===== config.mk =====
export PLATFORM = sky130hd
export DESIGN_NAME = text_console_cursor_flat
export DESIGN_NICKNAME = d
export VERILOG_FILES = /design/src/tcc_pkg.sv /design/src/tcc_req_if.sv /design/src/tcc_rsp_if.sv /design/src/text_console_cursor.sv /design/src/flat_wrapper.sv
export SDC_FILE = /design/constraint.sdc
export NUM_CORES = 1
export LEC_CHECK = 0
export CAP_MARGIN = 20
export CORE_AREA = 2 2 163 165
export CTS_BUF_LIST = sky130_fd_sc_hd__clkbuf_8
export DETAILED_ROUTE_END_ITERATION = 6
export DIE_AREA = 0 0 165 167
export DONT_BUFFER_PORTS = 1
export GPL_TIMING_DRIVEN = 0
export PLACE_DENSITY_LB_ADDON = 0.12
export SYNTH_ARGS = -nofsm -noshare
export SYNTH_HDL_FRONTEND = slang
export SYNTH_SLANG_ARGS = --single-unit
export TNS_END_PERCENT = 10

===== constraint.sdc =====
create_clock -name clock -period 15.1 [get_ports clock]
set_clock_uncertainty 0.15 [all_clocks]
set_input_delay 2.265 -clock clock [delete_from_list [all_inputs] [get_ports clock]]
set_output_delay 2.265 -clock clock [all_outputs]
set_load 0.03 [all_outputs]

===== src/tcc_pkg.sv =====
package tcc_pkg;

   // Character cell geometry in pixels.
   localparam int unsigned GlyphW   = 8;
   localparam int unsigned GlyphH   = 16;
   localparam int unsigned CellGap  = 2;
   localparam int unsigned TabCells = 4;
   localparam int unsigned CellW    = GlyphW + CellGap;
   localparam int unsigned CellH    = GlyphH + CellGap;
   localparam int unsigned TabW     = CellW * TabCells;

   // Field widths.
   localparam int unsigned CoordW = 12;
   localparam int unsigned ByteW  = 8;

   // Configuration register indexes.
   localparam int unsigned CsrIdxW = 1;
   localparam logic [CsrIdxW-1:0] REG_SCREEN_WIDTH  = 1'd0;
   localparam logic [CsrIdxW-1:0] REG_SCREEN_HEIGHT = 1'd1;

   // Reset values of the configuration registers.
   localparam logic [CoordW-1:0] SCREEN_WIDTH_RESET  = 12'd1024;
   localparam logic [CoordW-1:0] SCREEN_HEIGHT_RESET = 12'd768;

   // Control characters.
   localparam logic [ByteW-1:0] CHAR_TAB = 8'd9;
   localparam logic [ByteW-1:0] CHAR_LF  = 8'd10;
   localparam logic [ByteW-1:0] CHAR_CR  = 8'd13;

   // Command kinds.
   localparam logic KIND_DRAW   = 1'b0;
   localparam logic KIND_SCROLL = 1'b1;

   // One result beat.
   typedef struct packed {
      logic              kind;
      logic [CoordW-1:0] pos_x;
      logic [CoordW-1:0] pos_y;
      logic [ByteW-1:0]  glyph;
      logic [ByteW-1:0]  out_red;
      logic [ByteW-1:0]  out_green;
      logic [ByteW-1:0]  out_blue;
      logic              last;
   } rsp_type;

endpackage


===== src/tcc_req_if.sv =====
interface tcc_req_if
   import tcc_pkg::*;
   ();
   logic             valid;
   logic             ready;
   logic [ByteW-1:0] char_code;
   logic [ByteW-1:0] red;
   logic [ByteW-1:0] green;
   logic [ByteW-1:0] blue;

   modport source (output valid, output char_code, output red, output green, output blue,
                   input ready);
   modport sink   (input valid, input char_code, input red, input green, input blue,
                   output ready);
endinterface


===== src/tcc_rsp_if.sv =====
interface tcc_rsp_if
   import tcc_pkg::*;
   ();
   logic              valid;
   logic              ready;
   logic              kind;
   logic [CoordW-1:0] pos_x;
   logic [CoordW-1:0] pos_y;
   logic [ByteW-1:0]  glyph;
   logic [ByteW-1:0]  out_red;
   logic [ByteW-1:0]  out_green;
   logic [ByteW-1:0]  out_blue;
   logic              last;

   modport source (output valid, output kind, output pos_x, output pos_y, output glyph,
                   output out_red, output out_green, output out_blue, output last,
                   input ready);
   modport sink   (input valid, input kind, input pos_x, input pos_y, input glyph,
                   input out_red, input out_green, input out_blue, input last,
                   output ready);
endinterface


===== src/text_console_cursor.sv =====
// Pixel cursor for a framebuffer text console. Each request beat carries one
// character and its colour; a printable code gives a draw command at the
// cursor, then the cursor moves one 10-pixel cell. Tab moves to the next
// 40-pixel stop unless already on one, line feed wraps, carriage return is
// dropped. A wrap that would leave the screen gives a scroll command instead,
// so one character gives zero, one or two response beats, the last of them
// flagged. The cursor is updated in the cycle a character is taken, so a
// character can be taken every cycle; the results pass through a four-entry
// response queue, and request ready is held low while fewer than two entries
// are free. Characters with two response beats each are therefore held back
// by the single response port. The user must write the screen size through
// the csr_ port only while the block is idle; the block does not enforce it.
module text_console_cursor
   import tcc_pkg::*;
(
   input  logic               clock,
   input  logic               reset,
   tcc_req_if.sink            req_bus,
   tcc_rsp_if.source          rsp_bus,
   input  logic               csr_we,
   input  logic [CsrIdxW-1:0] csr_index,
   input  logic [CoordW-1:0]  csr_wdata
);

   localparam int unsigned QDepth = 4;
   localparam int unsigned PtrW   = $clog2(QDepth);
   localparam int unsigned CntW   = $clog2(QDepth + 1);
   localparam int unsigned XW     = CoordW + 2;
   // ceil(2^16 / TabW); exact for every column the cursor can hold, which is
   // always a multiple of the 10-pixel cell.
   localparam int unsigned TabRecip = 1639;
   localparam int unsigned QW     = 7;

   logic [CoordW-1:0] screen_width_ff;
   logic [CoordW-1:0] screen_height_ff;
   logic [CoordW-1:0] cursor_x_ff, cursor_x_in;
   logic [CoordW-1:0] cursor_y_ff, cursor_y_in;

   rsp_type           queue_ff [QDepth];
   logic [PtrW-1:0]   wr_ptr_ff, wr_ptr_in;
   logic [PtrW-1:0]   rd_ptr_ff, rd_ptr_in;
   logic [CntW-1:0]   count_ff, count_in;

   logic              take;
   logic              pop;
   logic              is_cr, is_lf, is_tab, is_glyph;
   logic [22:0]       tab_prod;
   logic [QW-1:0]     tab_q;
   logic [XW-1:0]     stop_base;
   logic [XW-1:0]     x_adv;
   logic              wrap;
   logic [CoordW:0]   y_next;
   logic              scroll;
   logic [1:0]        push_n;
   rsp_type           draw_beat, scroll_beat, first_beat;

   // Handshakes: keep room for the two beats one character may cause.
   assign req_bus.ready = (count_ff <= CntW'(QDepth - 2));
   assign take          = req_bus.valid && req_bus.ready;
   assign pop           = rsp_bus.valid && rsp_bus.ready;

   // Character decode.
   assign is_cr    = (req_bus.char_code == CHAR_CR);
   assign is_lf    = (req_bus.char_code == CHAR_LF);
   assign is_tab   = (req_bus.char_code == CHAR_TAB);
   assign is_glyph = !(is_cr || is_lf || is_tab);

   // Tab stop: the quotient by the tab width comes from a reciprocal multiply.
   assign tab_prod  = 23'(cursor_x_ff) * 23'(TabRecip);
   assign tab_q     = tab_prod[22:16];
   assign stop_base = (XW'(tab_q) << 5) + (XW'(tab_q) << 3);

   // Horizontal advance, before the wrap check.
   always_comb begin
      if (is_tab) begin
         if (stop_base == XW'(cursor_x_ff)) begin
            x_adv = XW'(cursor_x_ff);
         end else begin
            x_adv = stop_base + XW'(TabW);
         end
      end else begin
         x_adv = XW'(cursor_x_ff) + XW'(CellW);
      end
   end

   // Wrap and scroll decisions; line feed always wraps.
   assign wrap   = is_lf || ((x_adv + XW'(CellW)) > XW'(screen_width_ff));
   assign y_next = (CoordW + 1)'(cursor_y_ff) + (CoordW + 1)'(CellH);
   assign scroll = wrap &&
                   ((y_next + (CoordW + 1)'(CellH)) > (CoordW + 1)'(screen_height_ff));

   // Next cursor position.
   always_comb begin
      cursor_x_in = cursor_x_ff;
      cursor_y_in = cursor_y_ff;
      if (take && !is_cr) begin
         if (wrap) begin
            cursor_x_in = '0;
            if (!scroll) begin
               cursor_y_in = y_next[CoordW-1:0];
            end
         end else begin
            cursor_x_in = x_adv[CoordW-1:0];
         end
      end
   end

   // Result beats for the character just taken.
   always_comb begin
      draw_beat.kind      = KIND_DRAW;
      draw_beat.pos_x     = cursor_x_ff;
      draw_beat.pos_y     = cursor_y_ff;
      draw_beat.glyph     = req_bus.char_code;
      draw_beat.out_red   = req_bus.red;
      draw_beat.out_green = req_bus.green;
      draw_beat.out_blue  = req_bus.blue;
      draw_beat.last      = !scroll;

      scroll_beat           = '0;
      scroll_beat.kind      = KIND_SCROLL;
      scroll_beat.last      = 1'b1;

      first_beat = is_glyph ? draw_beat : scroll_beat;
   end

   always_comb begin
      if (!take || is_cr) begin
         push_n = 2'd0;
      end else begin
         push_n = 2'(is_glyph) + 2'(scroll);
      end
   end

   // Queue pointers and fill count.
   assign wr_ptr_in = wr_ptr_ff + PtrW'(push_n);
   assign rd_ptr_in = rd_ptr_ff + PtrW'(pop);
   assign count_in  = count_ff + CntW'(push_n) - CntW'(pop);

   // Response port reads the queue head.
   assign rsp_bus.valid     = (count_ff != '0);
   assign rsp_bus.kind      = queue_ff[rd_ptr_ff].kind;
   assign rsp_bus.pos_x     = queue_ff[rd_ptr_ff].pos_x;
   assign rsp_bus.pos_y     = queue_ff[rd_ptr_ff].pos_y;
   assign rsp_bus.glyph     = queue_ff[rd_ptr_ff].glyph;
   assign rsp_bus.out_red   = queue_ff[rd_ptr_ff].out_red;
   assign rsp_bus.out_green = queue_ff[rd_ptr_ff].out_green;
   assign rsp_bus.out_blue  = queue_ff[rd_ptr_ff].out_blue;
   assign rsp_bus.last      = queue_ff[rd_ptr_ff].last;

   // Queue storage: the first beat, and the scroll beat behind a draw.
   always_ff @(posedge clock) begin
      if (push_n != 2'd0) begin
         queue_ff[wr_ptr_ff] <= first_beat;
      end
      if (push_n == 2'd2) begin
         queue_ff[wr_ptr_ff + PtrW'(1)] <= scroll_beat;
      end
   end

   // Control state, cursor and configuration registers.
   always_ff @(posedge clock) begin
      if (reset) begin
         screen_width_ff  <= SCREEN_WIDTH_RESET;
         screen_height_ff <= SCREEN_HEIGHT_RESET;
         cursor_x_ff      <= '0;
         cursor_y_ff      <= '0;
         wr_ptr_ff        <= '0;
         rd_ptr_ff        <= '0;
         count_ff         <= '0;
      end else begin
         cursor_x_ff <= cursor_x_in;
         cursor_y_ff <= cursor_y_in;
         wr_ptr_ff   <= wr_ptr_in;
         rd_ptr_ff   <= rd_ptr_in;
         count_ff    <= count_in;
         if (csr_we) begin
            unique case (csr_index)
               REG_SCREEN_WIDTH:  screen_width_ff  <= csr_wdata;
               REG_SCREEN_HEIGHT: screen_height_ff <= csr_wdata;
               default: ;
            endcase
         end
      end
   end

endmodule

===== src/flat_wrapper.sv =====
// flat-port wrapper written by rule: the top's interface ports become plain ports
module text_console_cursor_flat import tcc_pkg::*;
  (clock, reset, csr_we, csr_index, csr_wdata, req_bus_valid, req_bus_char_code, req_bus_red, req_bus_green, req_bus_blue, req_bus_ready, rsp_bus_valid, rsp_bus_kind, rsp_bus_pos_x, rsp_bus_pos_y, rsp_bus_glyph, rsp_bus_out_red, rsp_bus_out_green, rsp_bus_out_blue, rsp_bus_last, rsp_bus_ready);
  tcc_req_if req_bus_i ();
  tcc_rsp_if rsp_bus_i ();
  input  logic clock;
  input  logic reset;
  input  logic csr_we;
  input  logic [CsrIdxW-1:0] csr_index;
  input  logic [CoordW-1:0] csr_wdata;
  input wire logic [$bits(req_bus_i.valid)-1:0] req_bus_valid;
  input wire logic [$bits(req_bus_i.char_code)-1:0] req_bus_char_code;
  input wire logic [$bits(req_bus_i.red)-1:0] req_bus_red;
  input wire logic [$bits(req_bus_i.green)-1:0] req_bus_green;
  input wire logic [$bits(req_bus_i.blue)-1:0] req_bus_blue;
  output wire logic [$bits(req_bus_i.ready)-1:0] req_bus_ready;
  output wire logic [$bits(rsp_bus_i.valid)-1:0] rsp_bus_valid;
  output wire logic [$bits(rsp_bus_i.kind)-1:0] rsp_bus_kind;
  output wire logic [$bits(rsp_bus_i.pos_x)-1:0] rsp_bus_pos_x;
  output wire logic [$bits(rsp_bus_i.pos_y)-1:0] rsp_bus_pos_y;
  output wire logic [$bits(rsp_bus_i.glyph)-1:0] rsp_bus_glyph;
  output wire logic [$bits(rsp_bus_i.out_red)-1:0] rsp_bus_out_red;
  output wire logic [$bits(rsp_bus_i.out_green)-1:0] rsp_bus_out_green;
  output wire logic [$bits(rsp_bus_i.out_blue)-1:0] rsp_bus_out_blue;
  output wire logic [$bits(rsp_bus_i.last)-1:0] rsp_bus_last;
  input wire logic [$bits(rsp_bus_i.ready)-1:0] rsp_bus_ready;
  assign req_bus_i.valid = req_bus_valid;
  assign req_bus_i.char_code = req_bus_char_code;
  assign req_bus_i.red = req_bus_red;
  assign req_bus_i.green = req_bus_green;
  assign req_bus_i.blue = req_bus_blue;
  assign req_bus_ready = req_bus_i.ready;
  assign rsp_bus_valid = rsp_bus_i.valid;
  assign rsp_bus_kind = rsp_bus_i.kind;
  assign rsp_bus_pos_x = rsp_bus_i.pos_x;
  assign rsp_bus_pos_y = rsp_bus_i.pos_y;
  assign rsp_bus_glyph = rsp_bus_i.glyph;
  assign rsp_bus_out_red = rsp_bus_i.out_red;
  assign rsp_bus_out_green = rsp_bus_i.out_green;
  assign rsp_bus_out_blue = rsp_bus_i.out_blue;
  assign rsp_bus_last = rsp_bus_i.last;
  assign rsp_bus_i.ready = rsp_bus_ready;
  text_console_cursor u_core (.clock(clock), .reset(reset), .req_bus(req_bus_i), .rsp_bus(rsp_bus_i), .csr_we(csr_we), .csr_index(csr_index), .csr_wdata(csr_wdata));
endmodule

**Word-level counts from Yosys, hierarchy flattened**

Memory sizes are Yosys's and may differ from the RTL's. A register that Yosys moved wholly into a read port is not among the register bits.
Index checks and enable logic that the tools add are counted.
W data, S select, Z words.

- Output and inout bits: 60
- Memory bits (writable): 232
- Input bits: 50
- Bits in registers: 55
- Memories: 1
- Logic and storage cells: 58

Memories:

| memory | words | width | rd ports | clocked after Yosys merged registers in | write ports | RTL line | RTL |
|---|---|---|---|---|---|---|---|
| u_core.queue_ff | 4 | 58 | 1 | 1 | 2 | text_console_cursor.sv:39 | `rsp_type queue_ff [QDepth];` |

- Add/sub/neg operators: 12
- Order comparisons: 3
- Bitwise gates (word level): 2
- Muxes and demuxes: 10
- Equality and inequality tests: 5
- Reductions and logical operators: 17
- Multiply operators: 1

Operators with widths:

| operator | number |
|---|---|
| $mux W58 | 1 |
| $mux W14 | 2 |
| $eq A8 B4 Y1 const B | 3 |
| $mul A12 B11 Y23 const B | 1 |
| $add A14 B4 Y14 const B | 1 |
| $add A14 B6 Y14 const B | 1 |
| $eq A14 B12 Y1 | 1 |
| $gt A14 B12 Y1 | 1 |
| $add A12 B10 Y13 | 1 |
| $add A12 B4 Y13 const B | 1 |
| $add A12 B5 Y13 const B | 1 |
| $add A13 B5 Y13 const B | 1 |
| $gt A13 B12 Y1 | 1 |
| $mux W12 | 1 |
| $logic_and A1 B1 Y1 | 4 |
| $logic_not A1 Y1 | 4 |
| $logic_or A1 B1 Y1 | 4 |
| $mux W1 | 4 |
| $mux W2 | 2 |
| $reduce_and A2 Y1 | 2 |
| $add A3 B2 Y3 | 1 |
| $le A3 B2 Y1 const B | 1 |
| $reduce_and A3 Y1 | 1 |
| $reduce_bool A3 Y1 | 1 |
| 8 further kinds | 9 |

**Logic depth before layout (Yosys ltp)**

Gate-level depths: netlist (run 1).

- Depth in word-level cells: 14
- Mapped depth: 57
- Gate-level depth less buffers: 55

**Worst setup path before layout (run 1)**

Ideal clock, no wire load.

- Path kind: register to register
- From: register u_core.cursor_x_ff[3]
- To: memory u_core.queue_ff[0][47] in the netlist's numbering
- Setup time: 70 ps
- Path slack: 2751 ps
- Cell stages (with the launch flop): 54
- Buffers on the path: 5
- Data arrival time: 12129 ps
- Clock period less this slack: 12349 ps
- Required time: 14880 ps
- Cells stage by stage: dfxtp_1 -> clkbuf_1 -> inv_1 -> ha_1 -> fa_1 -> inv_1 -> fa_1 -> fa_1 -> inv_1 -> fa_1 -> inv_1 -> ha_1 -> a221oi_1 -> o21ai_0 -> o31a_1 -> a21o_1 -> and2_1 -> o21ai_0 -> [... 18 more ...] -> nor4_1 -> nand3b_1 -> xor2_1 -> ha_1 -> nand3_1 -> or4_1 -> o211ai_1 -> and4_1 -> nand4_4 -> and3_1 -> ha_1 -> o21ai_0 -> or3_1 -> clkbuf_1 -> clkbuf_1 -> clkbuf_1 -> nand2_1 -> a21oi_1

RTL lines:

| element | RTL line | RTL |
|---|---|---|
| start, declared | text_console_cursor.sv:36 | `logic [CoordW-1:0] cursor_x_ff, cursor_x_in;` |
| start signal, assigned | text_console_cursor.sv:171 | `cursor_x_ff <= cursor_x_in;` |
| end, declared | text_console_cursor.sv:39 |  |

==> results of run 1 <==
-- flip-flops by register name, summed over array words and instances, names as in the netlist --
| register | cells |
|---|---|
| u_core.queue_ff | 228 |
| u_core.rd_ptr_ff | 2 |
| u_core.cursor_y_ff | 11 |
| u_core.cursor_x_ff | 12 |
| u_core.screen_height_ff | 12 |
| u_core.wr_ptr_ff | 2 |
| u_core.count_ff | 3 |
| u_core.screen_width_ff | 12 |
-- metrics by stage --
step	utilization, %	hold WS (ps)	worst slack (ps)
2_1_floorplan	-	280	2750
3_3_place_gp	66.1	288	324
3_5_place_dp	66.2	294	381
4_1_cts	69.8	302	325
5_1_grt	69.9	315	58.5
6_report	69.9	302	728
-- routing by layer --
layer,GRT usage [%],vias up,routed length (um)
met4,11.1,0,1200
li1,-,6955,-
met1,47.2,7178,19600
met2,54.3,785,22000
met3,7.47,98,4650
met5,0,-,0
-- cell usage in the layout, fill, tap and decap left out, drive strengths merged, types with 29 or more instances in the layout --
cell type	synthesis	layout
a21oi	289	289
clkbuf	113	172
dfxtp	282	282
fa	40	40
ha	115	115
inv	132	154
mux4	57	57
nand2	335	335
nand3	226	226
nor2	66	66
xnor2	34	34
xor2	29	29
-- synthesized netlist by cell type, types with 5 or more instances --
cell type | count | area, sq um
nor2b_1 | 17 | 106
and2_1 | 7 | 43.8
nor4_1 | 6 | 37.5
o21a_1 | 7 | 52.6
clkbuf_1 | 113 | 424
xnor2_1 | 34 | 298
mux4_2 | 57 | 1280
a221oi_1 | 5 | 43.8
nor2_1 | 66 | 248
dfxtp_1 | 282 | 5650
ha_1 | 115 | 1440
a211o_1 | 13 | 114
a21o_1 | 13 | 97.6
nand2b_1 | 6 | 37.5
nand3b_1 | 6 | 45.0
nand2_1 | 335 | 1260
o22ai_1 | 5 | 31.3
xor2_1 | 29 | 254
a211oi_1 | 13 | 97.6
inv_1 | 132 | 495
and3_1 | 8 | 50.1
a21oi_1 | 289 | 1450
o21ai_0 | 25 | 125
fa_1 | 40 | 801
o31ai_1 | 7 | 52.6
buf_1 | 27 | 101
nand4_1 | 5 | 31.3
nand3_1 | 225 | 1130
nor3_1 | 10 | 50.1
-- worst reg2reg max path: cells and delay by family (launching register included) --
family | cells | cell delay, ps
AO/OA/AOI/OAI | 12 | 2850
AND/OR/NAND/NOR | 15 | 3600
XOR/XNOR | 4 | 990
adder cells (fa/ha/maj) | 10 | 3920
buffers and inverters | 13 | 2230
flip-flops | 1 | 500
-- cell type report --
class / count / area (sq um) / share of cell area [%]
antenna: 1 / 2.50 / 0.0139
buffer: 143 / 571 / 3.17
clock buffer: 57 / 785 / 4.35
clock inverter: 26 / 158 / 0.875
inverter: 132 / 495 / 2.75
multi-input combinational: 1421 / 9940 / 55.2
sequential: 282 / 5650 / 31.3
tap: 335 / 419 / 2.33
-- report_power, final --
group          switching (W)  total [W]  internal, W
Combinational       0.000730    0.00117     0.000440
Sequential          0.000109    0.00105     0.000941
Clock               0.000313   0.000675     0.000361
Total                0.00115    0.00289      0.00174
-- logic make-up after synthesis --
group | count (synthesis) | share of synthesized area, %
flops | 282 | 34.0
other cells | 1 | 0.0226
fa+ha+maj | 156 | 13.5
mux | 63 | 8.14
simple gates | 714 | 19.5
compound gates | 422 | 14.8
xor+xnor | 65 | 3.59
buf+inv | 276 | 6.35
-- how the worst min path moves through the flow --
stage	start	end	cells past startpoint
floorplan	u_core.queue_ff[2][0]	u_core.queue_ff[2][0]	1
global placement	u_core.queue_ff[0][56]	u_core.queue_ff[0][56]	2
detailed placement	u_core.queue_ff[2][13]	u_core.queue_ff[2][13]	2
CTS	u_core.queue_ff[2][13]	u_core.queue_ff[2][13]	2
global route	u_core.queue_ff[3][1]	u_core.queue_ff[3][1]	2
finish	u_core.queue_ff[3][14]	u_core.queue_ff[3][14]	2
==> results.md, run 1 <==
* Outcome: finished, violations left
* Total power at 0.00289 W
* Slowest Stage Delay on Critical Path at 570 ps
* Cells after Synth at 1979
* First-pass GRT wire length at 75800 um
* Max_cap viols at 0
* Worst-Margin Slew at 955 ps
* Register area share after synthesis at 34.0%
* Post-DP HPWL at 34200 um
* CTS Buf Count at 47
* Die H at 167 um
* Flop-to-flop setup slack at 730 ps
* Ys async rst share at 0%
* Num rows at 59
* Post-synth cell types at 75
* Post-route cell area at 18000 sq um
* DRC Markers at 3
* Startpoint Class: register
* Clock buffer depth at 3
* Placed insts at 2314
* Post-CTS Hold Fix Bufs at 0
* Largest net degree at the start of global routing at 15
* Clk sinks at 282
* Yosys warns at 0
* Fin. max-slew vios at 0
* Synth Cell Area at 16600 sq um
* GP Congestion at 0.910
* Vias in the first global route at 14700
* Register bit count reported by yosys at 282
* CP Class: reg2reg
* Final non-filler cell total at 2397
* Worst Setup SP: u_core.cursor_x_ff[1]
* Overflow after GRT at 0
* Core region area at 25800 sq um
* Post-Syn Nets at 2184
* WL/cell at 19.8 um
* Post-CTS Setup Bufs at 0
* DRT Pass-1 Iters at 7
* Reg clk slew, reported paths at 60 ps
* Top delay family on crit path: adder cells
* Worst r2r path cells at 54
* Chip Width at 165 um
* CP Max Fanout at 10
* Post-DP Area at 17000 sq um
* Worst path required time at 15430 ps
* Reg2reg end: u_core.queue_ff[0][52]
* Failing checks: DRC
* ANT nets after route at 0
* Initial Util at 64.5%
* All-layer global routing usage at 34.4%
* Ys flop type: dfxtp_1
* Die ar. at 27600 sq um
* # IOs at 110
* CP endpoint: u_core.queue_ff[0][52]
* RSZ-0062 raised after global routing: no
* Worst skew pair latency at 590 ps
* Vias/cell at 6.26
* Tcrit/Tclk final at 95.2%
* CP Capture Type: register
* Post-synth EDFFs at 0
* Worst hold path class: reg2reg
* Syn_area_per_cell at 8.40 sq um
* H-tree depth at 2
* Initial detailed-routing violation count at 1530
* Max-slew headroom at the worst pin at 36.3%
* Resized cells post-CTS at 0
* Layout area overhead at 8.42%
* CTS root buffer: clkbuf_8
* Setup violators final at 0
* WP data arrival at 14700 ps
* Most frequent CP cell: inv_1
* Reg2reg start: u_core.cursor_x_ff[1]
* Fin. Hold Viols at 0
* Crit path buffers/inverters at 13
* Routed WL at 47400 um
* Static Leak at 7.43 nW
* Post-layout nets at 2232
* Initial antenna violation count at 1
* Layout cells sized above 1 at 7.57%
* TritonCTS clock tree: built
* Crit path depth at 54
* Minimum clock period at 14370 ps
* Maximum vdd ir drop at 115 uV
* DR vias at 15000
* Fmax at 69.6 MHz
* P per Cell Area at 161 nW/um^2
* I/O Buffers at 0
* Setup TNS at 0 ps
* Fillers at 2107
* Crit path max-delay cell type: or4_1
No activity file was read; power rests on OpenSTA's default activity.
==> run 2, diff against run 1 <==
--- a/config.mk
+++ b/config.mk
@@ -12,7 +12,7 @@
 export DIE_AREA = 0 0 165 167
 export DONT_BUFFER_PORTS = 1
 export GPL_TIMING_DRIVEN = 0
-export PLACE_DENSITY_LB_ADDON = 0.12
+export PLACE_DENSITY = 0.81
 export SYNTH_ARGS = -nofsm -noshare
 export SYNTH_HDL_FRONTEND = slang
 export SYNTH_SLANG_ARGS = --single-unit
==> run 2 against run 1 <==
Compared with the run above: the flow now finishes without violations; clock power shrank 3.1%; worst hold slack is essentially flat; core utilization shrank 0.17 points; total power shrank 0.26%; clock-buffer cell count shrank 1; final cell count shrank 0.21%; largest power group unchanged.
==> results.md, run 2 (same netlist as run 1, synthesis figures left out) <==
* Outcome: finished, final reports clean
* Layout area overhead at 8.15%
* Layout cells sized above 1 at 7.64% (+0.067 points)
* Die ar. at 27600 sq um (unchanged)
* CP endpoint: u_core.queue_ff[3][50]
* Fin. Hold Viols at 0 (unchanged)
* Initial antenna violation count at 1 (unchanged)
* WP data arrival at 14750 ps (+50 ps)
* Pre-CTS setup slack at 529 ps (+148 ps)
* Fin. max-slew vios at 0 (unchanged)
* Maximum vdd ir drop at 115 uV (+0.52%)
* Most frequent CP cell: inv_1
* All-layer global routing usage at 34.3% (-0.13 points)
* GP Congestion at 0.946 (+3.9%)
* Tcrit/Tclk final at 96.1% (+0.90 points)
* Most flop-heavy register: u_core.queue_ff
* Die H at 167 um (unchanged)
* Worst skew pair latency at 590 ps (about the same)
* Final setup margin at 593 ps (-136 ps)
* Routed WL at 47600 um (+0.49%)
* Sw Share at 39.9% (+0.13 points)
* Fmax at 68.9 MHz (-0.94%)
* Post-CTS Setup Bufs at 0 (unchanged)
* Post-DP HPWL at 34200 um (about the same)
* DRC Markers at 0 (-3)
* Clock buffer depth at 3 (unchanged)
* CP Class: reg2reg
* Largest net degree at the start of global routing at 14 (-1)
* Reg2reg start: u_core.cursor_x_ff[3]
* WL/cell at 19.9 um (+0.70%)
* Total power at 0.00289 W (-0.26%)
* Largest register FFs at 228 (unchanged)
* Hold slack at 302 ps (+0.163 ps)
* Startpoint Class: register
* Comb power frac at 40.9% (+0.5 points)
* Vias in the first global route at 14900 (+1.8%)
* Sw Pwr at 0.00115 W (about the same)
* Initial detailed-routing violation count at 1458 (-4.7%)
* DR vias at 15100 (+0.75%)
* CTS root buffer: clkbuf_8
* CP Max Fanout at 10 (unchanged)
* Worst Setup SP: u_core.cursor_x_ff[3]
* Clock power frac at 22.7% (-0.6 points)
* Max_cap viols at 0 (unchanged)
* Worst-Margin Slew at 972 ps (+16.9 ps)
* First-pass GRT wire length at 75700 um (-0.12%)
* Commonest non-fill, non-tap cells in the layout: nand2_1, a21oi_1, dfxtp_1
* Crit path max-delay cell type: nor3b_1
* Overflow after GRT at 0 (unchanged)
* Hold path depth at 2 (unchanged)
* TritonCTS clock tree: built
* Chip Width at 165 um (unchanged)
* Setup violators final at 0 (unchanged)
* Worst r2r path cells at 50 (-7.4%)
* DRT Pass-1 Iters at 6 (-1)
* Flop-to-flop setup slack at 590 ps (-140 ps)
* Num rows at 59 (unchanged)
* Reg2reg end: u_core.queue_ff[3][50]
* Minimum clock period at 14510 ps (+136 ps)
* P per Cell Area at 161 nW/um^2 (about the same)
* CTS Buf Count at 46 (-2.1%)
* I/O Buffers at 0 (unchanged)
* Reg power frac at 36.4% (about the same)
* Static Leak at 7.41 nW (-0.32%)
* Worst hold path class: reg2reg
* Clk sinks at 282 (unchanged)
* Slowest Stage Delay on Critical Path at 640 ps (+70 ps)
* Post-layout nets at 2231 (-0.045%)
* Worst path required time at 15340 ps (-90 ps)
* CP Capture Type: register
* Reg clk slew, reported paths at 60 ps (about the same)
* # IOs at 110 (unchanged)
* Commonest non-fill, non-tap cell in the layout: nand2_1
* Core region area at 25800 sq um (unchanged)
* Max-slew headroom at the worst pin at 35.2% (-1.1 points)
* H-tree depth at 2 (unchanged)
* ANT nets after route at 0 (unchanged)
* Int Pwr at 0.00173 W (-0.47%)
* Vias/cell at 6.32 (+0.96%)
* Initial Util at 64.5% (unchanged)
run 2: cell types whose count changed in the layout (fill, tap and decap cells not counted), sizes merged:
cell / previous run / this run
inv: 154 / 149
clkinvlp: 1 / 2
buf: 28 / 30
clkbuf: 172 / 169
run 2: through the flow:
step / std cells / area, sq um / TNS (ps) / util, %
6_report: 2392 / 18000 / 0 / 69.8
5_1_grt: 2392 / 18000 / -87.4 / 69.8
4_1_cts: 2393 / 17900 / 0 / 69.7
3_5_place_dp: 2315 / 17000 / 0 / 66.2
3_3_place_gp: 2314 / 17000 / 0 / 66.1
2_1_floorplan: 1979 / 16600 / 0 / -
run 2: timing repair:
action / 4_1_cts / 5_1_grt
gates resized for setup: 0 / 28
hold buffers: 0 / 0
endpoints found under the setup margin: 0 / 197
run 2: how the worst min path moves through the flow:
stage,startpoint,endpoint
after global routing,u_core.queue_ff[3][5],u_core.queue_ff[3][5]
final,u_core.queue_ff[2][6],u_core.queue_ff[2][6]
after CTS,u_core.queue_ff[3][55],u_core.queue_ff[3][55]
after global placement,u_core.queue_ff[2][57],u_core.queue_ff[2][57]
after detailed placement,u_core.queue_ff[3][55],u_core.queue_ff[3][55]
after floorplan,u_core.queue_ff[2][0],u_core.queue_ff[2][0]
run 2: power groups by stage:
stage	logic (W)	registers (W)	clock network [W]
2_1_floorplan	0.000942	0.00102	0
3_3_place_gp	0.00112	0.00105	0
3_5_place_dp	0.00116	0.00106	0
4_1_cts	0.00117	0.00105	0.000656
5_1_grt	0.00129	0.00107	0.000686
6_report	0.00118	0.00105	0.000654
run 2: layout make-up:
type                            count  area [sq um]
Multi-Input combinational cell   1421          9930
Fill cell                        2076          7790
Sequential cell                   282          5650
Clock buffer                       56           771
Buffer                            142           569
Inverter                          132           495
Tap cell                          335           419
Clock inverter                     22           131
Timing Repair Buffer                1          7.51
Antenna cell                        1          2.50
run 2: metal layers:
metal / routed length [um] / up-vias / GRT usage, %
met5: 0 / - / 0
met4: 1340 / 0 / 10.5
met3: 5010 / 119 / 6.92
met2: 22700 / 809 / 56.7
met1: 18600 / 7244 / 45.2
li1: - / 6956 / -
run 2: critical path: cells and delay by family, from the launching register on:
family | cells | cell delay, ps
simple gates | 14 | 4060
xor+xnor | 4 | 1000
fa+ha+maj | 10 | 4090
buf+inv | 11 | 2070
flops | 1 | 520
compound gates | 11 | 2430
